$ cat src/rtl/assert_macros.svh
// Assertion macros used by the top level of the design.
`ifndef ASSERT_MACROS_SVH
`define ASSERT_MACROS_SVH

// Implication checked at every rising clock edge outside reset.
`define ASSERT_IMPLY(label, clk, rst, ante, cons, msg) \
   label: assert property (@(posedge clk) disable iff (rst) (ante) |-> (cons)) \
      else $error(msg);

// Next-cycle implication checked at every rising clock edge outside reset.
`define ASSERT_NEXT(label, clk, rst, ante, cons, msg) \
   label: assert property (@(posedge clk) disable iff (rst) (ante) |=> (cons)) \
      else $error(msg);

`endif

$ cat src/rtl/teo_pkg.sv
package teo_pkg;

   localparam int PULSE_BITS   = 16;
   localparam int CORDIC_STEPS = 16;
   localparam int CORDIC_ITERS = (CORDIC_STEPS < 24) ? CORDIC_STEPS : 24;
   localparam int ITER_BITS    = 5;

   // Configuration register indexes.
   localparam logic [1:0] REG_FWD_CM    = 2'd0;
   localparam logic [1:0] REG_STR_CM    = 2'd1;
   localparam logic [1:0] REG_HEAD_GAIN = 2'd2;
   localparam logic [1:0] REG_CORR_GAIN = 2'd3;

   localparam logic [23:0] FWD_CM_RESET    = 24'd148394;
   localparam logic [23:0] STR_CM_RESET    = 24'd148394;
   localparam logic [31:0] HEAD_GAIN_RESET = 32'd6615859;
   localparam logic [15:0] CORR_GAIN_RESET = 16'd6850;

   localparam logic signed [33:0] TRIG_ONE  = 34'sd1073741824;
   localparam logic signed [33:0] CORDIC_KX = 34'sd652032874;
   localparam logic signed [33:0] TRIG_ZERO = 34'sd0;

   typedef struct packed {
      logic                         command;
      logic signed [PULSE_BITS-1:0] left_pulses;
      logic signed [PULSE_BITS-1:0] right_pulses;
      logic signed [PULSE_BITS-1:0] aux_pulses;
      logic signed [31:0]           load_x;
      logic signed [31:0]           load_y;
      logic [15:0]                  load_heading;
   } req_type;

   typedef struct packed {
      logic signed [31:0] pos_x;
      logic signed [31:0] pos_y;
      logic [15:0]        heading;
      logic               saturated;
   } rsp_type;

   typedef enum logic [3:0] {
      ST_IDLE, ST_LOAD, ST_SCALE, ST_DIFF, ST_HEAD, ST_CORR, ST_TRAVEL,
      ST_CORDIC, ST_QUAD, ST_PROD_A, ST_PROD_B, ST_POS, ST_DONE
   } state_type;

   // Datapath step commands, issued by the controller states.
   typedef struct packed {
      logic capture;
      logic load;
      logic scale;
      logic diff;
      logic head;
      logic corr;
      logic travel;
      logic cordic_init;
      logic cordic_step;
      logic quad;
      logic prod_a;
      logic prod_b;
      logic pos;
   } cmd_type;

   typedef struct packed {
      logic is_load;
      logic cordic_last;
   } status_type;

   // Arctangent table in units of 2^-32 turn.
   function automatic logic [29:0] atan_turns(input logic [ITER_BITS-1:0] i);
      logic [29:0] v;
      unique case (i)
         5'd0:  v = 30'd536870912;
         5'd1:  v = 30'd316933406;
         5'd2:  v = 30'd167458907;
         5'd3:  v = 30'd85004756;
         5'd4:  v = 30'd42667331;
         5'd5:  v = 30'd21354465;
         5'd6:  v = 30'd10680862;
         5'd7:  v = 30'd5340245;
         5'd8:  v = 30'd2670163;
         5'd9:  v = 30'd1335087;
         5'd10: v = 30'd667544;
         5'd11: v = 30'd333772;
         5'd12: v = 30'd166886;
         5'd13: v = 30'd83443;
         5'd14: v = 30'd41722;
         5'd15: v = 30'd20861;
         5'd16: v = 30'd10430;
         5'd17: v = 30'd5215;
         5'd18: v = 30'd2608;
         5'd19: v = 30'd1304;
         5'd20: v = 30'd652;
         5'd21: v = 30'd326;
         5'd22: v = 30'd163;
         5'd23: v = 30'd81;
         default: v = 30'd0;
      endcase
      return v;
   endfunction

endpackage

$ cat src/rtl/teo_ctrl.sv
module teo_ctrl (
   input  logic                clock,
   input  logic                reset,
   input  logic                req_valid,
   output logic                req_ready,
   output logic                rsp_valid,
   input  logic                rsp_ready,
   input  teo_pkg::status_type status,
   output teo_pkg::cmd_type    cmd
);

   teo_pkg::state_type state_ff, state_in;
   logic               busy;

   // The result is held until taken; a new request is accepted only when idle or as the result is taken.
   assign busy      = (state_ff != teo_pkg::ST_IDLE) && (state_ff != teo_pkg::ST_DONE);
   assign req_ready = !busy && !(state_ff == teo_pkg::ST_DONE && !rsp_ready);
   assign rsp_valid = (state_ff == teo_pkg::ST_DONE);

   // Next state.
   always_comb begin
      state_in = state_ff;
      unique case (state_ff)
         teo_pkg::ST_IDLE, teo_pkg::ST_DONE: begin
            if (req_valid && req_ready) begin
               state_in = teo_pkg::ST_LOAD;
            end else if (state_ff == teo_pkg::ST_DONE && rsp_ready) begin
               state_in = teo_pkg::ST_IDLE;
            end
         end
         teo_pkg::ST_LOAD: begin
            state_in = status.is_load ? teo_pkg::ST_DONE : teo_pkg::ST_SCALE;
         end
         teo_pkg::ST_SCALE:  state_in = teo_pkg::ST_DIFF;
         teo_pkg::ST_DIFF:   state_in = teo_pkg::ST_HEAD;
         teo_pkg::ST_HEAD:   state_in = teo_pkg::ST_CORR;
         teo_pkg::ST_CORR:   state_in = teo_pkg::ST_TRAVEL;
         teo_pkg::ST_TRAVEL: state_in = teo_pkg::ST_CORDIC;
         teo_pkg::ST_CORDIC: begin
            if (status.cordic_last) begin
               state_in = teo_pkg::ST_QUAD;
            end
         end
         teo_pkg::ST_QUAD:   state_in = teo_pkg::ST_PROD_A;
         teo_pkg::ST_PROD_A: state_in = teo_pkg::ST_PROD_B;
         teo_pkg::ST_PROD_B: state_in = teo_pkg::ST_POS;
         teo_pkg::ST_POS:    state_in = teo_pkg::ST_DONE;
         default:            state_in = teo_pkg::ST_IDLE;
      endcase
   end

   // Datapath commands.
   always_comb begin
      cmd             = '0;
      cmd.capture     = req_valid && req_ready;
      cmd.load        = (state_ff == teo_pkg::ST_LOAD) && status.is_load;
      cmd.scale       = (state_ff == teo_pkg::ST_SCALE);
      cmd.diff        = (state_ff == teo_pkg::ST_DIFF);
      cmd.head        = (state_ff == teo_pkg::ST_HEAD);
      cmd.corr        = (state_ff == teo_pkg::ST_CORR);
      cmd.travel      = (state_ff == teo_pkg::ST_TRAVEL);
      cmd.cordic_init = (state_ff == teo_pkg::ST_TRAVEL);
      cmd.cordic_step = (state_ff == teo_pkg::ST_CORDIC);
      cmd.quad        = (state_ff == teo_pkg::ST_QUAD);
      cmd.prod_a      = (state_ff == teo_pkg::ST_PROD_A);
      cmd.prod_b      = (state_ff == teo_pkg::ST_PROD_B);
      cmd.pos         = (state_ff == teo_pkg::ST_POS);
   end

   always_ff @(posedge clock) begin
      if (reset) begin
         state_ff <= teo_pkg::ST_IDLE;
      end else begin
         state_ff <= state_in;
      end
   end

endmodule

$ cat config.mk
export PLATFORM = sky130hd
export DESIGN_NAME = teo_ctrl
export DESIGN_NICKNAME = d
export VERILOG_FILES = /design/src/rtl/assert_macros.svh /design/src/rtl/teo_pkg.sv /design/src/rtl/teo_ctrl.sv
export SDC_FILE = /design/constraint.sdc
export NUM_CORES = 1
export LEC_CHECK = 0
export BUFFER_PORTS_ARGS = -buffer_cell sky130_fd_sc_hd__buf_2
export CORE_MARGIN = 2
export CORE_UTILIZATION = 32
export CTS_CLUSTER_DIAMETER = 50
export DETAILED_ROUTE_END_ITERATION = 12
export PLACE_DENSITY_LB_ADDON = 0.15
export SYNTH_ARGS = -nofsm -noshare
export SYNTH_HDL_FRONTEND = slang
export SYNTH_SLANG_ARGS = --single-unit
$ cat constraint.sdc
create_clock -name clock -period 1.41 [get_ports clock]
set_input_delay 0.282 -clock clock [delete_from_list [all_inputs] [get_ports clock]]
set_output_delay 0.282 -clock clock [all_outputs]
set_load 0.02 [all_outputs]
==> results of run 1 <==
## cell usage after synthesis, drive strengths merged
cell and n:
or2b 1, inv 3, a311oi 1, a221oi 1, and2 1, nor2 12
or2 3, dfxtp 4, nand3 2, buf 4, a211oi 1, o32a 1
a21oi 5, a31oi 2, nor3 1, o22ai 1, and3 1, nor3b 2
nand2b 3, nor2b 1, o21a 1, o32ai 1, clkbuf 1, nand2 6
## per-stage QoR
stage	hold WS [ns]	area (sq um)
after global routing	0.2611	748.2
final	0.2605	748.2
after CTS	0.2550	683.2
after detailed placement	0.5110	563.0
after floorplan	0.3482	450.4
after global placement	0.5108	563.0
## cells by family after synthesis
logic type,Yosys count,synth area share
compound gates,14,0.2559
buf+inv,8,0.1161
flops,4,0.1905
simple gates,33,0.4375
## timing repair
item                                    in CTS  in global routing
buffers inserted                             2                  1
resized for setup                           25                 17
hold endpoints to repair                     0                  0
pin swaps                                    5                  3
endpoints found under the setup margin      14                 16
## path summary, 6_finish.rpt
kind,end,slack (ns),depth (start not counted)
min reg2reg,state_ff[3],0.67,3
max reg2reg,state_ff[3],-0.04,6
max,cmd[12],-0.10,4
min,state_ff[3],0.26,2
## metal layers
metal  track usage  vias to the layer above  part of all wire
li1              -                      255                 -
met1        0.1800                      237              0.44
met2        0.2863                       17              0.49
met3       0.01667                        2             0.052
met4       0.07500                        0             0.013
met5             0                        -                 0
## layout make-up
cell class,instances,area share
multi-input combinational,47,0.4883
timing repair buffer,29,0.3177
sequential,4,0.1237
clock buffer,3,0.03010
tap,15,0.02508
inverter,3,0.01505
## critical path, delay by kind of cell (launching register included)
| family | cells | cell delay (ns) |
|---|---|---|
| DFF | 1 | 0.35 |
| AOI/OAI and AO/OA | 1 | 0.12 |
| and+or+nand+nor | 2 | 0.43 |
| buffers and inverters | 1 | 0.10 |
## power by group
group          switching (W)  internal (W)
sequential         0.0000782      0.000195
combinational       0.000766      0.000801
clock              0.0000420     0.0000948
==> impl_results.md, run 1 <==
- Outcome: finished, violations left
- Failing checks: setup timing
- Clock Sinks: 4
- Final hold violation count: 0
- RSZ-0062 raised after global routing: true
- Remaining global-route overflow: 0
- Commonest non-fill, non-tap cell in the layout: buf_4
- Cell Count, Final, Fillers Out: 101
- Setup violators final: 10
- Max-slew violations: 0
- Yosys cell types: 29
- Synthesized instance count: 59
- # IOs: 21
- Worst setup SP type: flip-flop
- Num CTS Buffers: 3
- DPL Wire Length: 915 microns
- Worst EP arrival: 1.23 ns
- Worst Path Required: 1.13 ns
- Multi-input gate area: 365.4 sq um
- CP peak stage delay: 0.35 ns
- Total nets after synthesis: 65
- DIE AREA: 0.001620 sq mm
- Maximum clock rate: 0.6615 GHz
- CTS tree: built
- Worst-path cell chain: or2_4, a21oi_4, and2_4, buf_6
- Die W: 40.25 microns
- Largest regs: state_ff x4
- Clock buffer depth: 2
- Commonest cells after routing, fill and taps aside: buf_4, buf_2, buf_6
- Source of the critical timing path: state_ff[1]
- Total Wirelength: 1171 microns
- Initial core utilization: 0.3314
- Leak Pwr: 0.3153 nW
- Final WS setup: -0.1018 ns
- Final setup TNS: -0.5453 ns
- Crit path capture type: primary output
- Yosys warning count: 0
- Final Core Density: 0.5897
- Initial antenna violation count: 0
- Core area: 0.001269 sq mm
- Critical R2R Launch: state_ff[2]
- Area Overhead vs Synth: 77.98%
- Largest net degree at the start of global routing: 8
- CTS Hold Buffers Added: 0
- Row cnt: 13
- Nets: 94
- CTS HTree Levels: 1
- DR vias: 511
- Cell Count Post-Placement: 95
- Routed WL per cell: 11.59 microns
- Biggest register: state_ff
- Post-synth top area share: 0.1905
- Die Ht: 40.25 microns
- Pwr/cell area: 2644 mW/mm^2
- GP Congestion: 0.7719
- Largest register FFs: 4
- Clock slew seen by the registers of the worst setup and hold paths: 0.03 ns
- Worst Tran Pin Value: 0.3169 ns
- Starting DRT DRC Count: 17
- Crit share post-route: 1.072
- Clock Latency Late Sink: 0.23 ns
- Max-Cap Viols: 0
- DRC Markers: 0
- Synth top area cells: dfxtp_1, nor2_1, a21oi_1, buf_4, or2_4
- Synthesized area per cell: 7.125 sq um
- Class of the worst hold path: in2reg
- Pre-antenna DRT Iters: 4
- Global-route wire length before repair: 1662 microns
- Hold_sp: reset
- Crit path time final: 1.512 ns
- Synth area leader: dfxtp_1
- Avg Vias per Cell: 5.059
- Fillers: 130
- Clock skew: 0.002092 ns
- Share of cells above drive strength 1: 0.6628
- FF+latch count, synth: 4
- Overall power: 0.001978 W
- Slowest-stage cell, CP: dfxtp_4
- Pre-CTS setup slack: 0.05392 ns
- Max IR drop VDD: 1.251 mV
- Antenna viol nets, final: 0
- Sequential area share after synthesis: 0.1905
- Clock Root Buffer: clkbuf_4
- Register area: 92.59 sq um
- Vias in the first global route: 417
- Setup Crit Path Kind: reg2out
- ANT cells: 0
- Crit-path max FO: 6
- GRT Overall Usage: 0.1571
- Mapped Area: 420.4 sq um
- IO Port Bufs: 20
- Relative slew slack: 0.7881
(Power assumes the default switching activity.)
==> run 2: changes to the inputs <==
--- a/config.mk
+++ b/config.mk
@@ -6,11 +6,12 @@
 export NUM_CORES = 1
 export LEC_CHECK = 0
 export BUFFER_PORTS_ARGS = -buffer_cell sky130_fd_sc_hd__buf_2
+export CAP_MARGIN = 20
 export CORE_MARGIN = 2
 export CORE_UTILIZATION = 32
 export CTS_CLUSTER_DIAMETER = 50
 export DETAILED_ROUTE_END_ITERATION = 12
-export PLACE_DENSITY_LB_ADDON = 0.15
+export PLACE_DENSITY_LB_ADDON = 0.1
 export SYNTH_ARGS = -nofsm -noshare
 export SYNTH_HDL_FRONTEND = slang
 export SYNTH_SLANG_ARGS = --single-unit
==> constraint.sdc (replaced) <==
create_clock -name clock -period 1.8 [get_ports clock]
set_input_delay 0.36 -clock clock [delete_from_list [all_inputs] [get_ports clock]]
set_output_delay 0.36 -clock clock [all_outputs]
set_load 0.02 [all_outputs]
==> run 2 against run 1 <==
Compared with the run above:
- the run now ends clean
- critical path type unchanged
- count of clock-buffer cells in the layout unchanged
- worst hold slack better by 0.092 ns
- largest cell class unchanged
- highest routed layer unchanged
- power is 47% lower
- global-route usage rose by 0.097 points
- setup slack improved by 0.23 ns
- flip-flop and latch count unchanged
- sequential power decreased by 11%
- die area is the same
- core utilization decreased by 16 points
- non-clock buffer count down 8
- first-iteration DRC count decreased by 71%
- routed wire length is 12% lower
==> impl_results.md, run 2 (synthesis results as in run 1) <==
- Initial antenna violation count: 0 (unchanged)
- Row cnt: 13 (unchanged)
- Core area: 0.001269 sq mm (unchanged)
- Final hold violation count: 0 (unchanged)
- DPL Wire Length: 844.7 microns (-7.7%)
- Crit-path max FO: 12 (+6)
- R2R setup slack: 0.51 ns (+0.55 ns)
- Total Wirelength: 1025 microns (-12%)
- Largest register FFs: 4 (unchanged)
- Final WS setup: 0.1242 ns (+0.2260 ns)
- Fillers: 145 (+12%)
- Die Ht: 40.25 microns (unchanged)
- Routed WL per cell: 11.02 microns (-4.9%)
- Avg Vias per Cell: 4.914 (-2.9%)
- Max-Cap Viols: 0 (unchanged)
- Critical R2R Launch: state_ff[1]
- Initial core utilization: 0.3314 (unchanged)
- Relative slew slack: 0.7685 (-0.01960)
- Reg2reg path depth: 4 (-2)
- Largest net degree at the start of global routing: 13 (+5)
- Vias in the first global route: 390 (-6.5%)
- DIE AREA: 0.001620 sq mm (unchanged)
- Switch share: 0.5038 (+0.05566)
- RSZ-0062 raised after global routing: false
- Clock skew: 0.001722 ns (-0.0003699 ns)
- Worst EP arrival: 1.32 ns (+0.09 ns)
- Clock Latency Late Sink: 0.23 ns (about the same)
- Worst Path Required: 1.44 ns (+0.31 ns)
- Setup violators final: 0 (-10)
- Final setup TNS: 0 ns (+0.5453 ns)
- ANT cells: 0 (unchanged)
- CTS HTree Levels: 1 (unchanged)
- GP Congestion: 0.7718 (about the same)
- Max IR drop VDD: 0.7111 mV (-43%)
- DRC Markers: 0 (unchanged)
- CTS tree: built
- Max-slew violations: 0 (unchanged)
- Commonest non-fill, non-tap cell in the layout: buf_2
- Share of cells above drive strength 1: 0.4615 (-0.2013)
- Clock Sinks: 4 (unchanged)
- Setup Fix Bufs, Post-CTS: 0 (-2)
- Clock Root Buffer: clkbuf_4
- Largest regs: state_ff x4
- Crit path time final: 1.676 ns
- Pint: 0.0005183 W (-53%)
- Global-route wire length before repair: 1669 microns (+0.42%)
- Sequential Power Share: 0.235 (+0.097)
- CTS Hold Buffers Added: 0 (unchanged)
- IO Port Bufs: 20 (unchanged)
- Area Overhead vs Synth: 28.57%
- Die W: 40.25 microns (unchanged)
- Leak Pwr: 0.2564 nW (-19%)
- Hold slack: 0.3527 ns (+0.09224 ns)
- Antenna viol nets, final: 0 (unchanged)
- Crit path capture type: primary output
- Remaining global-route overflow: 0 (unchanged)
- Nets: 86 (-8.5%)
- Clock buffer depth: 2 (unchanged)
- Clock slew seen by the registers of the worst setup and hold paths: 0.03 ns (about the same)
- # IOs: 21 (unchanged)
- Pre-CTS setup slack: 0.2452 ns (+0.1913 ns)
- Setup Crit Path Kind: reg2out
- Crit share post-route: 0.9310
- Worst Tran Pin Value: 0.3462 ns (+0.02932 ns)
- Worst setup SP type: flip-flop
- Clock power frac: 0.101 (+0.032)
- Post-cts resize count: 0 (-100%)
- Pre-antenna DRT Iters: 2 (-2)
- Class of the worst hold path: in2reg
- DR vias: 457 (-11%)
- Pwr/cell area: 1933 mW/mm^2 (-27%)
- Num CTS Buffers: 3 (unchanged)
- Starting DRT DRC Count: 5 (-12)
- Biggest register: state_ff
- Worst setup path endpoint: cmd[12]
- Combinational share of power: 0.665 (-0.128)
- Net Switching: 0.0005262 W (-41%)
- Worst reg2reg path endpoint: state_ff[3]
- Final Core Density: 0.4260 (-0.1637)
- Outcome: finished clean
- Maximum clock rate: 0.5967 GHz
- GRT Overall Usage: 0.1581 (+0.0009655)
- Commonest cells after routing, fill and taps aside: buf_2, nor2_1, nand2_1, a21oi_1
- Source of the critical timing path: state_ff[2]
- Overall power: 0.001045 W (-47%)
==> run 2: critical path, stage by stage (launching register included) <==
cell	delay, ns
dfxtp_2	0.38
or2_4	0.30
a21oi_2	0.13
and2_1	0.12
buf_2	0.15
==> run 2: how the worst min path moves through the flow <==
stage,start,endpoint,slack (ns),depth (start not counted)
after global placement,reset,state_ff[3],0.59,2
after global routing,reset,state_ff[0],0.36,2
after CTS,reset,state_ff[3],0.35,2
after floorplan,reset,state_ff[3],0.43,1
final,reset,state_ff[0],0.35,2
after detailed placement,reset,state_ff[3],0.59,2
==> run 2: routing by layer <==
metal  vias up  global-route usage  wire length [microns]
li1        243                   -                      -
met1       196              0.2093                    468
met2        16              0.2419                    481
met3         2             0.03333                     70
met4         0             0.07500                      5
met5         -                   0                      0
==> run 2: layout make-up <==
type	instances	area [sq um]	share of cell area
inverter	3	11.26	0.02083
tap	15	18.77	0.03472
timing repair buffer	21	107.6	0.1991
clock buffer	3	22.52	0.04167
sequential	4	82.58	0.1528
multi-input combinational	47	297.8	0.5509
==> run 2: power by group through the flow <==
stage | Combinational, W | Clock (W) | Sequential [W]
5_1_grt | 0.000780 | 0.000115 | 0.000261
3_3_place_gp | 0.000694 | 0 | 0.000240
6_report | 0.000694 | 0.000105 | 0.000245
2_1_floorplan | 0.000630 | 0 | 0.000169
3_5_place_dp | 0.000692 | 0 | 0.000241
4_1_cts | 0.000693 | 0.000111 | 0.000239
==> run 2: through the flow <==
step	area, sq um	instances
after global routing	540.5	93
after global placement	513.0	90
after floorplan	424.2	59
after detailed placement	513.0	90
final	540.5	93
after CTS	535.5	93
==> run 3: changes to the inputs <==
--- a/config.mk
+++ b/config.mk
@@ -5,12 +5,13 @@
 export SDC_FILE = /design/constraint.sdc
 export NUM_CORES = 1
 export LEC_CHECK = 0
+export ABC_AREA = 1
 export BUFFER_PORTS_ARGS = -buffer_cell sky130_fd_sc_hd__buf_2
 export CAP_MARGIN = 20
-export CORE_MARGIN = 2
-export CORE_UTILIZATION = 32
+export CORE_AREA = 2 2 39 41
 export CTS_CLUSTER_DIAMETER = 50
 export DETAILED_ROUTE_END_ITERATION = 12
+export DIE_AREA = 0 0 41 43
 export PLACE_DENSITY_LB_ADDON = 0.1
 export SYNTH_ARGS = -nofsm -noshare
 export SYNTH_HDL_FRONTEND = slang
==> run 3 against run 2 <==
Compared with the run above:
- via count up 3.9%
- count of clock-buffer cells in the layout unchanged
- fmax up 2.3%
- critical endpoint unchanged
- combinational power down 29%
- setup slack better by 0.037 ns
- register-to-register slack worse by 0.02 ns
- core utilization down 3.8 points
- routed wire length down 5.1%
- sequential power down 26%
- non-clock buffer count down 1
- flip-flop and latch count unchanged
==> impl_results.md, run 3 <==
- Yosys warning count: 0 (unchanged)
- DIE AREA: 0.001763 sq mm (+8.9%)
- Register area: 82.58 sq um (unchanged)
- Largest family of logic cells by synthesized area: simple AND/OR/NAND/NOR gates
- Max-Cap Viols: 0 (unchanged)
- Global-route wire length before repair: 1587 microns (-4.9%)
- IO Port Bufs: 20 (unchanged)
- GP Congestion: 0.7824 (+1.4%)
- DRC Markers: 0 (unchanged)
- Outcome: finished clean
- Met1 Wirelength: 482 microns (+3.0%)
- Fillers: 175 (+21%)
- Crit path time final: 1.638 ns (-0.03738 ns)
- Routed WL per cell: 8.845 microns (-20%)
- Async set or reset register ratio after synthesis: 0 (unchanged)
- Synthesized area per cell: 5.370 sq um (-25%)
- Adder-Cell Fraction of Synth Area: 0 (unchanged)
- Synth area leader: dfxtp_1
- Metal3 WL: 61 microns (-13%)
- Biggest register: state_ff
- Initial antenna violation count: 0 (unchanged)
- Synth Area in Compound Gates: 0.1456 (-0.1103)
- Synthesized instance count: 72 (+22%)
- Remaining global-route overflow: 0 (unchanged)
- Worst Path Required: 1.44 ns (about the same)
- Net Switching: 0.0004144 W (-21%)
- Final hold violation count: 0 (unchanged)
- Sequential area share after synthesis: 0.2071 (+0.01664)
- Critical R2R Launch: state_ff[1]
- R2R setup slack: 0.49 ns (-0.02 ns)
- Core area: 0.001384 sq mm (+9.1%)
- Die W: 41 microns (+1.9%)
- Worst Tran Pin Value: 0.2306 ns (-0.1156 ns)
- Starting DRT DRC Count: 12 (+7)
- Final Core Density: 0.3879 (-0.03815)
- Leak Pwr: 0.3464 nW (+35%)
- Class of the worst hold path: in2reg
- Post-Layout Inst Area: 536.8 sq um (-0.69%)
- Setup Crit Path Kind: reg2out
- Total Wirelength: 973 microns (-5.1%)
- Post-synth EDFFs: 0 (unchanged)
- Clock Root Buffer: clkbuf_4
- Pre-antenna DRT Iters: 4 (+2)
- Clock slew seen by the registers of the worst setup and hold paths: 0.04 ns (about the same)
- Num CTS Buffers: 3 (unchanged)
- Met2 wire length: 428 microns (-11%)
- DPL Wire Length: 819.6 microns (-3.0%)
- ANT cells: 0 (unchanged)
- RSZ-0062 raised after global routing: false
- CTS Hold Buffers Added: 0 (unchanged)
- Simple-Gate Fraction of Synth Area: 0.4628 (+0.02528)
- Final setup TNS: 0 ns (unchanged)
- Hold endpoint: state_ff[2]
- Synth Area in XOR/XNOR: 0 (unchanged)
- Largest regs: state_ff x4
- Reg2reg path depth: 7 (+3)
- Crit share post-route: 0.9102 (-0.02077)
- Clock Sinks: 4 (unchanged)
- Row cnt: 14 (+1)
- Largest register FFs: 4 (unchanged)
- Commonest cells after routing, fill and taps aside: buf_2, inv_1, nand2_1
- GRT Overall Usage: 0.1315 (-0.02655)
- Clock Latency Late Sink: 0.24 ns (about the same)
- Pwr/cell area: 1467 mW/mm^2 (-24%)
- Mux share of post-synthesis cell area: 0 (unchanged)
- Mapped Area: 386.6 sq um (-8.0%)
- Overall power: 0.0007875 W (-25%)
- Vias in the first global route: 407 (+4.4%)
- Area Overhead vs Synth: 38.83%
- FF+latch count, synth: 4 (unchanged)
- Combinational share of power: 0.626 (-0.039)
- CTS HTree Levels: 1 (unchanged)
- Worst EP arrival: 1.28 ns (-0.04 ns)
- Nets: 102 (+19%)
- Worst reg2reg path endpoint: state_ff[2]
- Initial core utilization: 0.2794 (-0.05198)
- Pint: 0.0003731 W (-28%)
- Post-synth top area share: 0.2071 (+0.01664)
- Clock power frac: 0.142 (+0.041)
- Total nets after synthesis: 78 (+20%)
- Share of cells above drive strength 1: 0.3617 (-0.09984)
- Maximum clock rate: 0.6103 GHz (+2.3%)
- Placed Area: 499.2 sq um (-2.7%)
- Synth top cells by count: inv_1, nand2_1, nor2_1
- Multi-input gate area: 247.7 sq um (-17%)
- Antenna viol nets, final: 0 (unchanged)
- Sequential Power Share: 0.232 (-0.003)
- Avg Vias per Cell: 4.318 (-12%)
- Pre-CTS setup slack: 0.2865 ns (+0.04126 ns)
- # IOs: 21 (unchanged)
- Relative slew slack: 0.8458 (+0.07731)
- Synth top area cells: dfxtp_1, inv_1, nand2_1, nor2_1, nand3_1
- Max-slew violations: 0 (unchanged)
- Clock buffer depth: 2 (unchanged)
- Crit path capture type: primary output
- Setup violators final: 0 (unchanged)
- Largest net degree at the start of global routing: 8 (-5)
- Die Ht: 43 microns (+6.8%)
- Final WS setup: 0.1616 ns (+0.03738 ns)
- Switch share: 0.5263 (+0.02249)
- DR vias: 475 (+3.9%)
- Hold_sp: reset
- Max IR drop VDD: 0.6623 mV (-6.9%)
- Crit-path max FO: 5 (-7)
- CTS tree: built
- Main synth FF type: dfxtp_1
- Yosys cell types: 16 (-45%)
- Worst setup SP type: flip-flop
- Commonest non-fill, non-tap cell in the layout: buf_2
- Setup Fix Bufs, Post-CTS: 0 (unchanged)
- Clock skew: 0.002909 ns (+0.001187 ns)
- Hold depth: 4 (+2)
- DR top layer: met3
## run 3: kinds of logic (layout without fill, tap and decap cells)
family                 Yosys count  in the layout
AOI/OAI and AO/OA                9              9
buffers and inverters           18             40
DFF                              4              4
and+or+nand+nor                 41             41
## run 3: metrics by stage
| stage | cells | hold WS (ns) |
|---|---|---|
| 5_1_grt | 110 | 0.4209 |
| 3_5_place_dp | 107 | 0.5869 |
| 6_report | 110 | 0.3989 |
| 4_1_cts | 110 | 0.3935 |
| 2_1_floorplan | 72 | 0.5336 |
| 3_3_place_gp | 107 | 0.5894 |
## run 3: what timing repair did
item / in CTS / in global routing
resized for setup: 0 / 5
hold endpoints to repair: 0 / 0
setup endpoints to repair: 0 / 2
## run 3: worst max-delay path by stage
stage,from,endpoint,slack (ns),cells past startpoint
floorplan,state_ff[0],cmd[12],0.24,5
global placement,state_ff[0],cmd[12],0.28,6
detailed placement,state_ff[0],cmd[12],0.29,6
CTS,state_ff[0],cmd[12],0.03,6
global route,state_ff[0],cmd[12],0.04,6
finish,state_ff[0],cmd[12],0.16,6
## run 3: layout make-up
type / count / area share
Clock buffer: 3 / 0.04196
Inverter: 17 / 0.1189
Multi-Input combinational cell: 50 / 0.4615
Sequential cell: 4 / 0.1538
Tap cell: 16 / 0.03730
Timing Repair Buffer: 20 / 0.1865
## run 3: power groups by stage
stage          Combinational (W)  Clock, W  Sequential, W
6_report                0.000493  0.000112       0.000182
2_1_floorplan           0.000369         0       0.000157
5_1_grt                 0.000561  0.000123       0.000189
4_1_cts                 0.000488  0.000118       0.000167
3_5_place_dp            0.000486         0       0.000168
3_3_place_gp            0.000488         0       0.000166
## run 3: critical path, cell delays in order (launching register included)
cell	delay (ns)
dfxtp_1	0.36
nor2_4	0.16
nand2_1	0.10
a21oi_2	0.15
nand2_1	0.08
inv_1	0.05
buf_2	0.15
## run 3: metal layers
layer | track usage | up-vias
met5 | 0 | -
met4 | 0.02000 | 0
met3 | 0.06283 | 0
met2 | 0.1875 | 13
met1 | 0.1801 | 199
li1 | - | 263
